<file path="src/hw/rtl/semp_pkg.sv">
// ============================================================================
// semp_pkg - servo eased motion profile shared definitions
// Types, codes and fixed constants used by the controller, datapath and top.
// ============================================================================
`default_nettype none

package semp_pkg;

   // field widths
   localparam int DEG_W      = 9;
   localparam int DUR_W      = 16;
   localparam int MODE_W     = 2;
   localparam int PER_W      = 8;
   localparam int POS_W      = 25;
   localparam int PULSE_W    = 12;
   localparam int POS_FRAC   = 16;
   localparam int IDX_W      = 2;
   localparam int CFG_W      = 16;
   localparam int REQ_DATA_W = 32;
   localparam int RSP_DATA_W = 40;

   // register indexes
   localparam logic [IDX_W-1:0] REG_UPDATE_PERIOD   = 2'd0;
   localparam logic [IDX_W-1:0] REG_DEFAULT_TARGET  = 2'd1;
   localparam logic [IDX_W-1:0] REG_DEFAULT_DURATION = 2'd2;

   // register reset values
   localparam logic [PER_W-1:0] PERIOD_RST   = 8'd10;
   localparam logic [DEG_W-1:0] TARGET_RST   = 9'd140;
   localparam logic [DUR_W-1:0] DURATION_RST = 16'd5000;

   // easing modes
   localparam logic [MODE_W-1:0] CURVE_LIN    = 2'd0;
   localparam logic [MODE_W-1:0] CURVE_IN     = 2'd1;
   localparam logic [MODE_W-1:0] CURVE_DECEL  = 2'd2;
   localparam logic [MODE_W-1:0] CURVE_SMOOTH = 2'd3;

   localparam logic [DEG_W-1:0] MAX_DEG = 9'd270;
   localparam logic [PULSE_W-1:0] PULSE_BASE = 12'd500;

   // pulse offset = floor(floor(pos*25 >> 13) / 27); the /27 is done as
   // (x * 77673) >> 21, exact for x below 2^16
   localparam int               SCALE_SHIFT = 13;
   localparam int               RECIP_SHIFT = 21;
   localparam int               SCALE_X_W   = 16;
   localparam int               PULSE_OFS_W = 11;
   localparam logic [4:0]       SCALE_MUL   = 5'd25;
   localparam logic [16:0]      RECIP_MUL   = 17'd77673;

   typedef enum logic [3:0] {
      S_IDLE,
      S_PREP,
      S_DIV,
      S_SQ,
      S_CUBE,
      S_EASED,
      S_POS,
      S_PLACE,
      S_SCALE,
      S_RECIP,
      S_OUT
   } state_type;

   typedef enum logic [2:0] {
      MUL_NONE,
      MUL_SQ,
      MUL_CUBE,
      MUL_POS,
      MUL_SCALE,
      MUL_RECIP
   } mul_op_type;

   typedef struct packed {
      logic       load;
      logic       div_init;
      logic       div_step;
      mul_op_type mul_op;
      logic       ease_lo;
      logic       ease_hi;
      logic       pos_wr;
      logic       out_load;
   } cmd_type;

   typedef struct packed {
      logic div_last;
   } stat_type;

endpackage

`default_nettype wire

</file>
<file path="src/hw/rtl/semp_ctrl.sv">
// ============================================================================
// semp_ctrl - sequencer for the motion profile
// Steps one item through divide, easing, position and pulse scaling.
// ============================================================================
`default_nettype none

module semp_ctrl (
   input  wire                 clock,
   input  wire                 reset,
   input  wire                 req_tvalid,
   output logic                req_tready,
   output logic                rsp_tvalid,
   input  wire                 rsp_tready,
   output semp_pkg::cmd_type   cmd,
   input  semp_pkg::stat_type  stat
);

   semp_pkg::state_type state_ff, state_in;
   logic                rsp_valid_ff, rsp_valid_in;
   logic                out_free;

   assign out_free = !rsp_valid_ff || rsp_tready;

   always_comb begin
      state_in = state_ff;
      case (state_ff)
         semp_pkg::S_IDLE:   if (req_tvalid) state_in = semp_pkg::S_PREP;
         semp_pkg::S_PREP:   state_in = semp_pkg::S_DIV;
         semp_pkg::S_DIV:    if (stat.div_last) state_in = semp_pkg::S_SQ;
         semp_pkg::S_SQ:     state_in = semp_pkg::S_CUBE;
         semp_pkg::S_CUBE:   state_in = semp_pkg::S_EASED;
         semp_pkg::S_EASED:  state_in = semp_pkg::S_POS;
         semp_pkg::S_POS:    state_in = semp_pkg::S_PLACE;
         semp_pkg::S_PLACE:  state_in = semp_pkg::S_SCALE;
         semp_pkg::S_SCALE:  state_in = semp_pkg::S_RECIP;
         semp_pkg::S_RECIP:  state_in = semp_pkg::S_OUT;
         semp_pkg::S_OUT:    if (out_free) state_in = semp_pkg::S_IDLE;
         default:            state_in = semp_pkg::S_IDLE;
      endcase
   end

   always_comb begin
      cmd        = '0;
      cmd.mul_op = semp_pkg::MUL_NONE;
      req_tready = 1'b0;
      case (state_ff)
         semp_pkg::S_IDLE: begin
            req_tready = 1'b1;
            cmd.load   = req_tvalid;
         end
         semp_pkg::S_PREP:  cmd.div_init = 1'b1;
         semp_pkg::S_DIV:   cmd.div_step = 1'b1;
         semp_pkg::S_SQ:    cmd.mul_op   = semp_pkg::MUL_SQ;
         semp_pkg::S_CUBE: begin
            cmd.mul_op  = semp_pkg::MUL_CUBE;
            cmd.ease_lo = 1'b1;
         end
         semp_pkg::S_EASED: cmd.ease_hi  = 1'b1;
         semp_pkg::S_POS:   cmd.mul_op   = semp_pkg::MUL_POS;
         semp_pkg::S_PLACE: cmd.pos_wr   = 1'b1;
         semp_pkg::S_SCALE: cmd.mul_op   = semp_pkg::MUL_SCALE;
         semp_pkg::S_RECIP: cmd.mul_op   = semp_pkg::MUL_RECIP;
         semp_pkg::S_OUT:   cmd.out_load = out_free;
         default:           cmd = '0;
      endcase
   end

   always_comb begin
      if (cmd.out_load) begin
         rsp_valid_in = 1'b1;
      end else if (rsp_tready) begin
         rsp_valid_in = 1'b0;
      end else begin
         rsp_valid_in = rsp_valid_ff;
      end
   end

   always_ff @(posedge clock) begin
      if (reset) begin
         state_ff     <= semp_pkg::S_IDLE;
         rsp_valid_ff <= 1'b0;
      end else begin
         state_ff     <= state_in;
         rsp_valid_ff <= rsp_valid_in;
      end
   end

   assign rsp_tvalid = rsp_valid_ff;

endmodule

`default_nettype wire

</file>
<file path="src/hw/rtl/semp_dpath.sv">
// ============================================================================
// semp_dpath - motion profile datapath
// Move state, config registers, bit-serial divider, shared multiplier and
// the result register.
// ============================================================================
`default_nettype none

module semp_dpath #(
   parameter int FRAC_BITS = 16
) (
   input  wire                                 clock,
   input  wire                                 reset,
   input  semp_pkg::cmd_type                   cmd,
   output semp_pkg::stat_type                  stat,
   input  wire                                 req_action,
   input  wire  [semp_pkg::DEG_W-1:0]          req_goal_deg,
   input  wire  [semp_pkg::DUR_W-1:0]          req_duration_ms,
   input  wire  [semp_pkg::MODE_W-1:0]         req_ease_mode,
   input  wire                                 csr_wr,
   input  wire  [semp_pkg::IDX_W-1:0]          csr_index,
   input  wire  [semp_pkg::CFG_W-1:0]          csr_data,
   output logic [semp_pkg::PULSE_W-1:0]        rsp_pulse_us,
   output logic [semp_pkg::POS_W-1:0]          rsp_position_q16,
   output logic                                rsp_move_done
);

   localparam int TW  = FRAC_BITS + 1;
   localparam int KW  = FRAC_BITS + 2;
   localparam int OPW = (KW > semp_pkg::POS_W) ? KW : semp_pkg::POS_W;
   localparam int PW  = 2 * OPW;
   localparam int CW  = $clog2(FRAC_BITS);
   localparam int DW  = semp_pkg::DUR_W;
   localparam int PSW = semp_pkg::POS_W;

   localparam logic [TW-1:0] ONE_T   = TW'(1) << FRAC_BITS;
   localparam logic [KW-1:0] TWO_T   = KW'(2) << FRAC_BITS;
   localparam logic [KW-1:0] THREE_T = KW'(3) << FRAC_BITS;

   // config registers
   logic [semp_pkg::PER_W-1:0] period_ff;

   // move state
   logic [PSW-1:0]              cur_pos_ff, start_pos_ff;
   logic [semp_pkg::DEG_W-1:0]  goal_ff;
   logic [DW-1:0]               duration_ff, elapsed_ff;
   logic [semp_pkg::MODE_W-1:0] mode_ff;
   logic                        default_move_ff;

   // divider and easing
   logic [DW:0]           rem_ff;
   logic [FRAC_BITS-1:0]  quo_ff;
   logic [CW-1:0]         cnt_ff;
   logic                  full_ff;
   logic [TW-1:0]         ease_ff;
   logic [PW-1:0]         prod_ff;

   logic [DW-1:0]         dur_eff;
   logic [DW:0]           rem_dbl;
   logic                  rem_ge;
   logic [DW:0]           elapsed_sum;
   logic [TW-1:0]         t_val;
   logic [TW-1:0]         prod_frac;
   logic [PSW-1:0]        goal_q, mag_d, delta;
   logic                  moving_up;
   logic [OPW-1:0]        mul_a, mul_b;

   function automatic logic [semp_pkg::DEG_W-1:0] clamp_deg(
      input logic [semp_pkg::DEG_W-1:0] d
   );
      return (d > semp_pkg::MAX_DEG) ? semp_pkg::MAX_DEG : d;
   endfunction

   assign dur_eff     = (duration_ff == '0) ? DW'(1) : duration_ff;
   assign rem_dbl     = {rem_ff[DW-1:0], 1'b0};
   assign rem_ge      = rem_dbl >= {1'b0, dur_eff};
   assign elapsed_sum = {1'b0, elapsed_ff} + (DW+1)'(period_ff);
   assign t_val       = full_ff ? ONE_T : {1'b0, quo_ff};
   assign prod_frac   = prod_ff[FRAC_BITS +: TW];
   assign goal_q      = {goal_ff, {semp_pkg::POS_FRAC{1'b0}}};
   assign moving_up   = goal_q >= start_pos_ff;
   assign mag_d       = moving_up ? (goal_q - start_pos_ff) : (start_pos_ff - goal_q);
   assign delta       = prod_ff[FRAC_BITS +: PSW];

   assign stat.div_last = (cnt_ff == CW'(FRAC_BITS - 1));

   // shared multiplier operand select
   always_comb begin
      mul_a = '0;
      mul_b = '0;
      case (cmd.mul_op)
         semp_pkg::MUL_SQ: begin
            mul_a = OPW'(t_val);
            mul_b = (mode_ff == semp_pkg::CURVE_DECEL) ? OPW'(TWO_T - KW'(t_val))
                                                       : OPW'(t_val);
         end
         semp_pkg::MUL_CUBE: begin
            mul_a = OPW'(prod_frac);
            mul_b = OPW'(THREE_T - {t_val, 1'b0});
         end
         semp_pkg::MUL_POS: begin
            mul_a = OPW'(mag_d);
            mul_b = OPW'(ease_ff);
         end
         semp_pkg::MUL_SCALE: begin
            mul_a = OPW'(cur_pos_ff);
            mul_b = OPW'(semp_pkg::SCALE_MUL);
         end
         semp_pkg::MUL_RECIP: begin
            mul_a = OPW'(prod_ff[semp_pkg::SCALE_SHIFT +: semp_pkg::SCALE_X_W]);
            mul_b = OPW'(semp_pkg::RECIP_MUL);
         end
         default: begin
            mul_a = '0;
            mul_b = '0;
         end
      endcase
   end

   always_ff @(posedge clock) begin
      if (cmd.mul_op != semp_pkg::MUL_NONE) begin
         prod_ff <= mul_a * mul_b;
      end
   end

   // config registers and move state
   always_ff @(posedge clock) begin
      if (reset) begin
         period_ff       <= semp_pkg::PERIOD_RST;
         cur_pos_ff      <= '0;
         start_pos_ff    <= '0;
         goal_ff         <= clamp_deg(semp_pkg::TARGET_RST);
         duration_ff     <= semp_pkg::DURATION_RST;
         mode_ff         <= semp_pkg::CURVE_LIN;
         elapsed_ff      <= '0;
         default_move_ff <= 1'b1;
      end else begin
         if (csr_wr) begin
            case (csr_index)
               semp_pkg::REG_UPDATE_PERIOD: begin
                  period_ff <= csr_data[semp_pkg::PER_W-1:0];
               end
               // default target/duration only steer the move begun at reset
               semp_pkg::REG_DEFAULT_TARGET: begin
                  if (default_move_ff) goal_ff <= clamp_deg(csr_data[semp_pkg::DEG_W-1:0]);
               end
               semp_pkg::REG_DEFAULT_DURATION: begin
                  if (default_move_ff) duration_ff <= csr_data;
               end
               default: ;
            endcase
         end
         if (cmd.load) begin
            if (req_action) begin
               start_pos_ff    <= cur_pos_ff;
               goal_ff         <= clamp_deg(req_goal_deg);
               duration_ff     <= req_duration_ms;
               mode_ff         <= req_ease_mode;
               elapsed_ff      <= '0;
               default_move_ff <= 1'b0;
            end else begin
               elapsed_ff <= elapsed_sum[DW] ? {DW{1'b1}} : elapsed_sum[DW-1:0];
            end
         end
         if (cmd.pos_wr) begin
            cur_pos_ff <= moving_up ? (start_pos_ff + delta) : (start_pos_ff - delta);
         end
      end
   end

   // restoring divider, one quotient bit per cycle
   always_ff @(posedge clock) begin
      if (reset) begin
         cnt_ff <= '0;
      end else if (cmd.div_init) begin
         cnt_ff <= '0;
      end else if (cmd.div_step) begin
         cnt_ff <= cnt_ff + CW'(1);
      end
   end

   always_ff @(posedge clock) begin
      if (cmd.div_init) begin
         rem_ff  <= {1'b0, elapsed_ff};
         quo_ff  <= '0;
         full_ff <= elapsed_ff >= dur_eff;
      end else if (cmd.div_step) begin
         rem_ff <= rem_ge ? (rem_dbl - {1'b0, dur_eff}) : rem_dbl;
         quo_ff <= {quo_ff[FRAC_BITS-2:0], rem_ge};
      end
      if (cmd.ease_lo) begin
         ease_ff <= (mode_ff == semp_pkg::CURVE_LIN) ? t_val : prod_frac;
      end else if (cmd.ease_hi && (mode_ff == semp_pkg::CURVE_SMOOTH)) begin
         ease_ff <= prod_frac;
      end
   end

   // result register
   always_ff @(posedge clock) begin
      if (cmd.out_load) begin
         rsp_pulse_us     <= semp_pkg::PULSE_BASE +
                             semp_pkg::PULSE_W'(prod_ff[semp_pkg::RECIP_SHIFT +:
                                                        semp_pkg::PULSE_OFS_W]);
         rsp_position_q16 <= cur_pos_ff;
         rsp_move_done    <= full_ff;
      end
   end

endmodule

`default_nettype wire

</file>
<file path="src/hw/rtl/servo_eased_motion_profile.sv">
// ============================================================================
// servo_eased_motion_profile - eased servo trajectory generator
// Tick and new-target beats in, one position/pulse beat out per input beat.
// ============================================================================
// Usage:
//  - req_* stream: one beat per tick (req_tuser = 0) or new target command
//    (req_tuser = 1). Every accepted beat yields exactly one rsp_* beat.
//  - rsp_* stream: pulse width, Q9.16 position and the move-done flag.
//  - csr_* write channel: index 0 update period, 1 default target,
//    2 default duration; other indexes are dropped. csr_ready is always high.
//    Write only while no beat is in flight.
//  - Sequence: a req beat passes through the bit-serial divider (FRAC_BITS
//    quotient bits) and then the shared multiplier (five products in sequence)
//    before rsp_tvalid. One beat is worked at a time; req_tready is high only
//    while the sequencer is idle, so the next beat waits until the last result is loaded.
//  - Stall: the result sits in an output register; the next req beat is
//    accepted and processed while it waits, and the sequencer holds before
//    overwriting it until rsp_tready.
//  - Reset (synchronous): registers take their defaults and a linear move
//    from 0 degrees toward the default target begins. No clearing pass.
// ============================================================================
`default_nettype none

module servo_eased_motion_profile #(
   parameter int FRAC_BITS = 16
) (
   input  wire                                  clock,
   input  wire                                  reset,
   // req_tdata: goal angle[8:0], duration_ms[24:9], ease_mode[26:25], zero pad
   input  wire                                  req_tvalid,
   output logic                                 req_tready,
   input  wire  [semp_pkg::REQ_DATA_W-1:0]      req_tdata,
   // req_tuser: action (0 tick, 1 new target)
   input  wire                                  req_tuser,
   // rsp_tdata: pulse_us[11:0], position_q16[36:12], move_done[37], zero pad
   output logic                                 rsp_tvalid,
   input  wire                                  rsp_tready,
   output logic [semp_pkg::RSP_DATA_W-1:0]      rsp_tdata,
   // config write channel
   input  wire                                  csr_valid,
   output logic                                 csr_ready,
   input  wire  [semp_pkg::IDX_W-1:0]           csr_index,
   input  wire  [semp_pkg::CFG_W-1:0]           csr_data
);

   semp_pkg::cmd_type  cmd;
   semp_pkg::stat_type stat;

   logic [semp_pkg::PULSE_W-1:0] pulse_us;
   logic [semp_pkg::POS_W-1:0]   position_q16;
   logic                         move_done;

   // config writes never stall
   assign csr_ready = 1'b1;

   semp_ctrl u_ctrl (
      .clock      (clock),
      .reset      (reset),
      .req_tvalid (req_tvalid),
      .req_tready (req_tready),
      .rsp_tvalid (rsp_tvalid),
      .rsp_tready (rsp_tready),
      .cmd        (cmd),
      .stat       (stat)
   );

   semp_dpath #(
      .FRAC_BITS (FRAC_BITS)
   ) u_dpath (
      .clock            (clock),
      .reset            (reset),
      .cmd              (cmd),
      .stat             (stat),
      .req_action       (req_tuser),
      .req_goal_deg     (req_tdata[8:0]),
      .req_duration_ms  (req_tdata[24:9]),
      .req_ease_mode    (req_tdata[26:25]),
      .csr_wr           (csr_valid & csr_ready),
      .csr_index        (csr_index),
      .csr_data         (csr_data),
      .rsp_pulse_us     (pulse_us),
      .rsp_position_q16 (position_q16),
      .rsp_move_done    (move_done)
   );

   // pack result fields, lowest first
   assign rsp_tdata = {2'b00, move_done, position_q16, pulse_us};

endmodule

`default_nettype wire
</file>
<file path="config.mk">
export PLATFORM = sky130hd
export DESIGN_NAME = servo_eased_motion_profile
export DESIGN_NICKNAME = d
export VERILOG_FILES = /design/src/hw/rtl/semp_pkg.sv /design/src/hw/rtl/semp_ctrl.sv /design/src/hw/rtl/semp_dpath.sv /design/src/hw/rtl/servo_eased_motion_profile.sv
export SDC_FILE = /design/constraint.sdc
export NUM_CORES = 2
export LEC_CHECK = 0
export BUFFER_PORTS_ARGS = -buffer_cell sky130_fd_sc_hd__buf_2
export CAP_MARGIN = 20
export CORE_MARGIN = 10
export CORE_UTILIZATION = 59
export DETAILED_ROUTE_END_ITERATION = 6
export PLACE_DENSITY = 0.8
export SLEW_MARGIN = 20
export SYNTH_ARGS = -nofsm -noshare
export SYNTH_HDL_FRONTEND = slang
export SYNTH_SLANG_ARGS = --single-unit
</file>
<file path="constraint.sdc">
create_clock -name clock -period 10.75 [get_ports clock]
set_clock_uncertainty 0.2 [all_clocks]
set_input_delay 1.075 -clock clock [delete_from_list [all_inputs] [get_ports clock]]
set_output_delay 1.075 -clock clock [all_outputs]
set_load 0.02 [all_outputs]
</file>
==> flow_metrics.py <==
metrics = {
    "status": {
        "status": "completed",
    },
    "routing": {
        "drt_iter0_drc": 2591,
        "num_vias": 25327,
        "drc_errors": 0,
        "via_per_inst": 5.79,
        "wl_met2_mm": 39.1,
        "highest_layer": "met5",
        "detail_route.first_pass.iterations": 6,
        "wl_per_cell_um": 19.3,
        "drt-total-wl_mm": 84.6,
        "dr_wl_met3_mm": 7.96,
        "wirelength_met1_mm": 33.3,
        "ant_nets": 0,
    },
    "die": {
        "die_h_um": 250,
        "start_util": 0.595,
        "die_w_um": 250,
        "std_cell_rows": 84,
        "die-area_um2": 62500,
        "core-area_um2": 52400,
        "io_pins": 99,
    },
    "logic_synthesis": {
        "yosys-top-cells-area": "fa_1 (30%), edfxtp_1 (9.6%), ha_1 (9.1%), dfxtp_1 (8.2%), inv_1 (8.0%)",
        "synth_cell_types": 91,
        "synth_edf_count": 100,
        "yosysTopAreaCell": "fa_1",
        "ys_top_cells_by_count": "inv_1 (668), fa_1 (473), nand2_1 (470)",
        "ys_seq_area_frac": 0.178,
        "synth_top_area_share": 0.304,
        "async_flop_share": 0,
        "synth_flop_cell": "dfxtp_1",
        "avgSynthCellArea_um2": 8.77,
        "synth-seq-cells": 227,
        "yosysMostFrequentCell": "inv_1",
        "yosys_warnings": 0,
        "synthesis.area_um2": 31200,
        "netlist_instances": 3557,
    },
    "clock_network": {
        "cts-buffers-inserted": 24,
        "clk_pin_slew_worst_paths_ns": 0.06,
        "cts_resized": 0,
        "root_buffer": "clkbuf_16",
        "htreeDepth": 1,
        "cts_tree": "yes",
        "ctsHoldBuffers": 0,
        "insertion_delay_ns": 0.55,
        "postCtsSetupRepairBufs": 0,
        "cts_max_path_buffers": 3,
        "cts.sinks": 227,
    },
    "final_layout": {
        "final_nets": 4422,
        "post-route-util": 0.641,
        "layout-drive-gt1-share": 0.0706,
        "area_delta_synth_final_pct": 7.82,
        "fin_area_um2": 33600,
    },
    "critical_path": {
        "critPathSlowestCell": "and3_1",
        "path_max_fanout": 16,
        "start_kind": "register",
        "r2r_slack_ns": 0.50,
        "worstReg2RegEnd": "u_dpath.prod_ff[34]",
        "required_ns": 10.85,
        "r2r_cells": 33,
        "arrival_ns": 10.35,
        "rr_startpoint": "u_dpath.full_ff",
        "endpoint_kind": "register",
        "cpPeakStageDelay_ns": 0.81,
        "worstSetupPathType": "register to register",
    },
    "placement": {
        "gp_congestion": 0.953,
        "dp_hpwl_mm": 67.8,
        "place_ws_ns": 0.745,
        "portBuffers": 90,
        "placed_area_um2": 32800,
    },
    "worst_hold_path": {
        "hold_path.class": "register to register",
        "worstHoldStart": "u_dpath.start_pos_ff[16]",
        "whs_path_depth": 2,
        "hold_end": "u_dpath.start_pos_ff[16]",
    },
    "timing": {
        "final-max-slew-violation-count": 0,
        "finalSetupViolCount": 0,
        "finalWorstPathRequiredPeriod_ns": 10.25,
        "worst_pin_slew_ns": 1.15,
        "max_freq_mhz": 97.5,
        "tns_ns": 0,
        "rsz0062_at_grt": "false",
        "timing.final.ws_setup_ns": 0.498,
        "slew_headroom": 0.232,
        "timing_hold_violations_final": 0,
        "period_share": 0.954,
    },
    "grt": {
        "gr-total-overflow": 0,
        "grt_max_degree": 78,
        "antenna_found_initial": 1,
        "track_usage": 0.272,
        "grt_pass1_wl_mm": 138,
        "grt_pass1_vias": 25959,
    },
    "power_and_ir_drop": {
        "leakage_uw": 0.0157,
        "power_density_nw_per_um2": 160,
        "power_uw": 5370,
        "ir_drop_mv": 0.159,
    },
    "job": {
        "maxCapViolCount": 0,
    },
}
stage by stage:
| stage | cells | hold WS [ns] |
|---|---|---|
| 4_1_cts | 4372 | 0.288 |
| 5_1_grt | 4372 | 0.305 |
| 2_1_floorplan | 3641 | 0.248 |
| 6_report | 4373 | 0.289 |
| 3_5_place_dp | 4328 | 0.280 |
| 3_3_place_gp | 4327 | 0.277 |
critical path, delay by kind of cell (launching register included):
family                     cells  cell delay, ns
adders and majority gates      9            4.11
buffers and inverters          7            0.76
DFF                            1            0.42
AOI/OAI and AO/OA             11            2.67
and+or+nand+nor                6            1.81
kinds of logic after synthesis:
family                   share of synthesized area
AND/OR/NAND/NOR                              0.144
buffers and inverters                        0.102
adder cells (fa/ha/maj)                      0.395
AO/OA/AOI/OAI                                0.130
flip-flops                                   0.178
XOR/XNOR                                    0.0371
multiplexers                                0.0145
other                                     0.000241
cells in the final DEF, fill, tap and decap left out, drive strengths merged, types with 34 or more instances in the layout:
cell and n:
a21oi 182, o21ai 116, xnor2 80, a21o 51
conb 86, nand2b 53, ha 227, nand2 470
nor2b 34, fa 473, buf 161, inv 669
edfxtp 100, clkbuf 34, xor2 52, nor2 278
dfxtp 127, mux2i 35, nor3 40
report_power, final:
| group | internal [uW] | switching [uW] |
|---|---|---|
| Sequential | 1120 | 110 |
| Combinational | 1340 | 1920 |
| Clock | 512 | 370 |
| Total | 2980 | 2400 |
registers in the layout, summed over array words and instances, names as in the netlist, 17 cells and up:
signal,flops
u_dpath.rsp_position_q16,25
u_dpath.start_pos_ff,25
u_dpath.ease_ff,17
u_dpath.cur_pos_ff,25
u_dpath.prod_ff,28
per-layer routing:
layer,up-vias,track usage
met2,1211,0.438
met1,12374,0.355
met3,237,0.0469
met4,2,0.120
met5,-,0
li1,11503,-
area by class of cell:
type	count	area, um2
Tap cell	688	861
Clock buffer	34	712
Fill cell	4261	18800
Sequential cell	227	5550
Multi-Input combinational cell	2583	22900
Timing Repair Buffer	161	990
Antenna cell	1	2.50
Inverter	669	2510
Clock inverter	10	113
worst max path at each step:
stage	start	end	slack, ns	depth (start not counted)
floorplan	u_dpath.goal_ff[4]	u_dpath.prod_ff[34]	1.58	35
global placement	u_dpath.goal_ff[6]	u_dpath.prod_ff[40]	0.81	34
detailed placement	u_dpath.goal_ff[4]	u_dpath.prod_ff[40]	0.75	34
CTS	u_dpath.full_ff	u_dpath.prod_ff[34]	0.69	33
global route	u_dpath.goal_ff[5]	u_dpath.prod_ff[40]	0.02	34
finish	u_dpath.full_ff	u_dpath.prod_ff[34]	0.50	33
No activity file was read; power rests on OpenSTA's default activity.
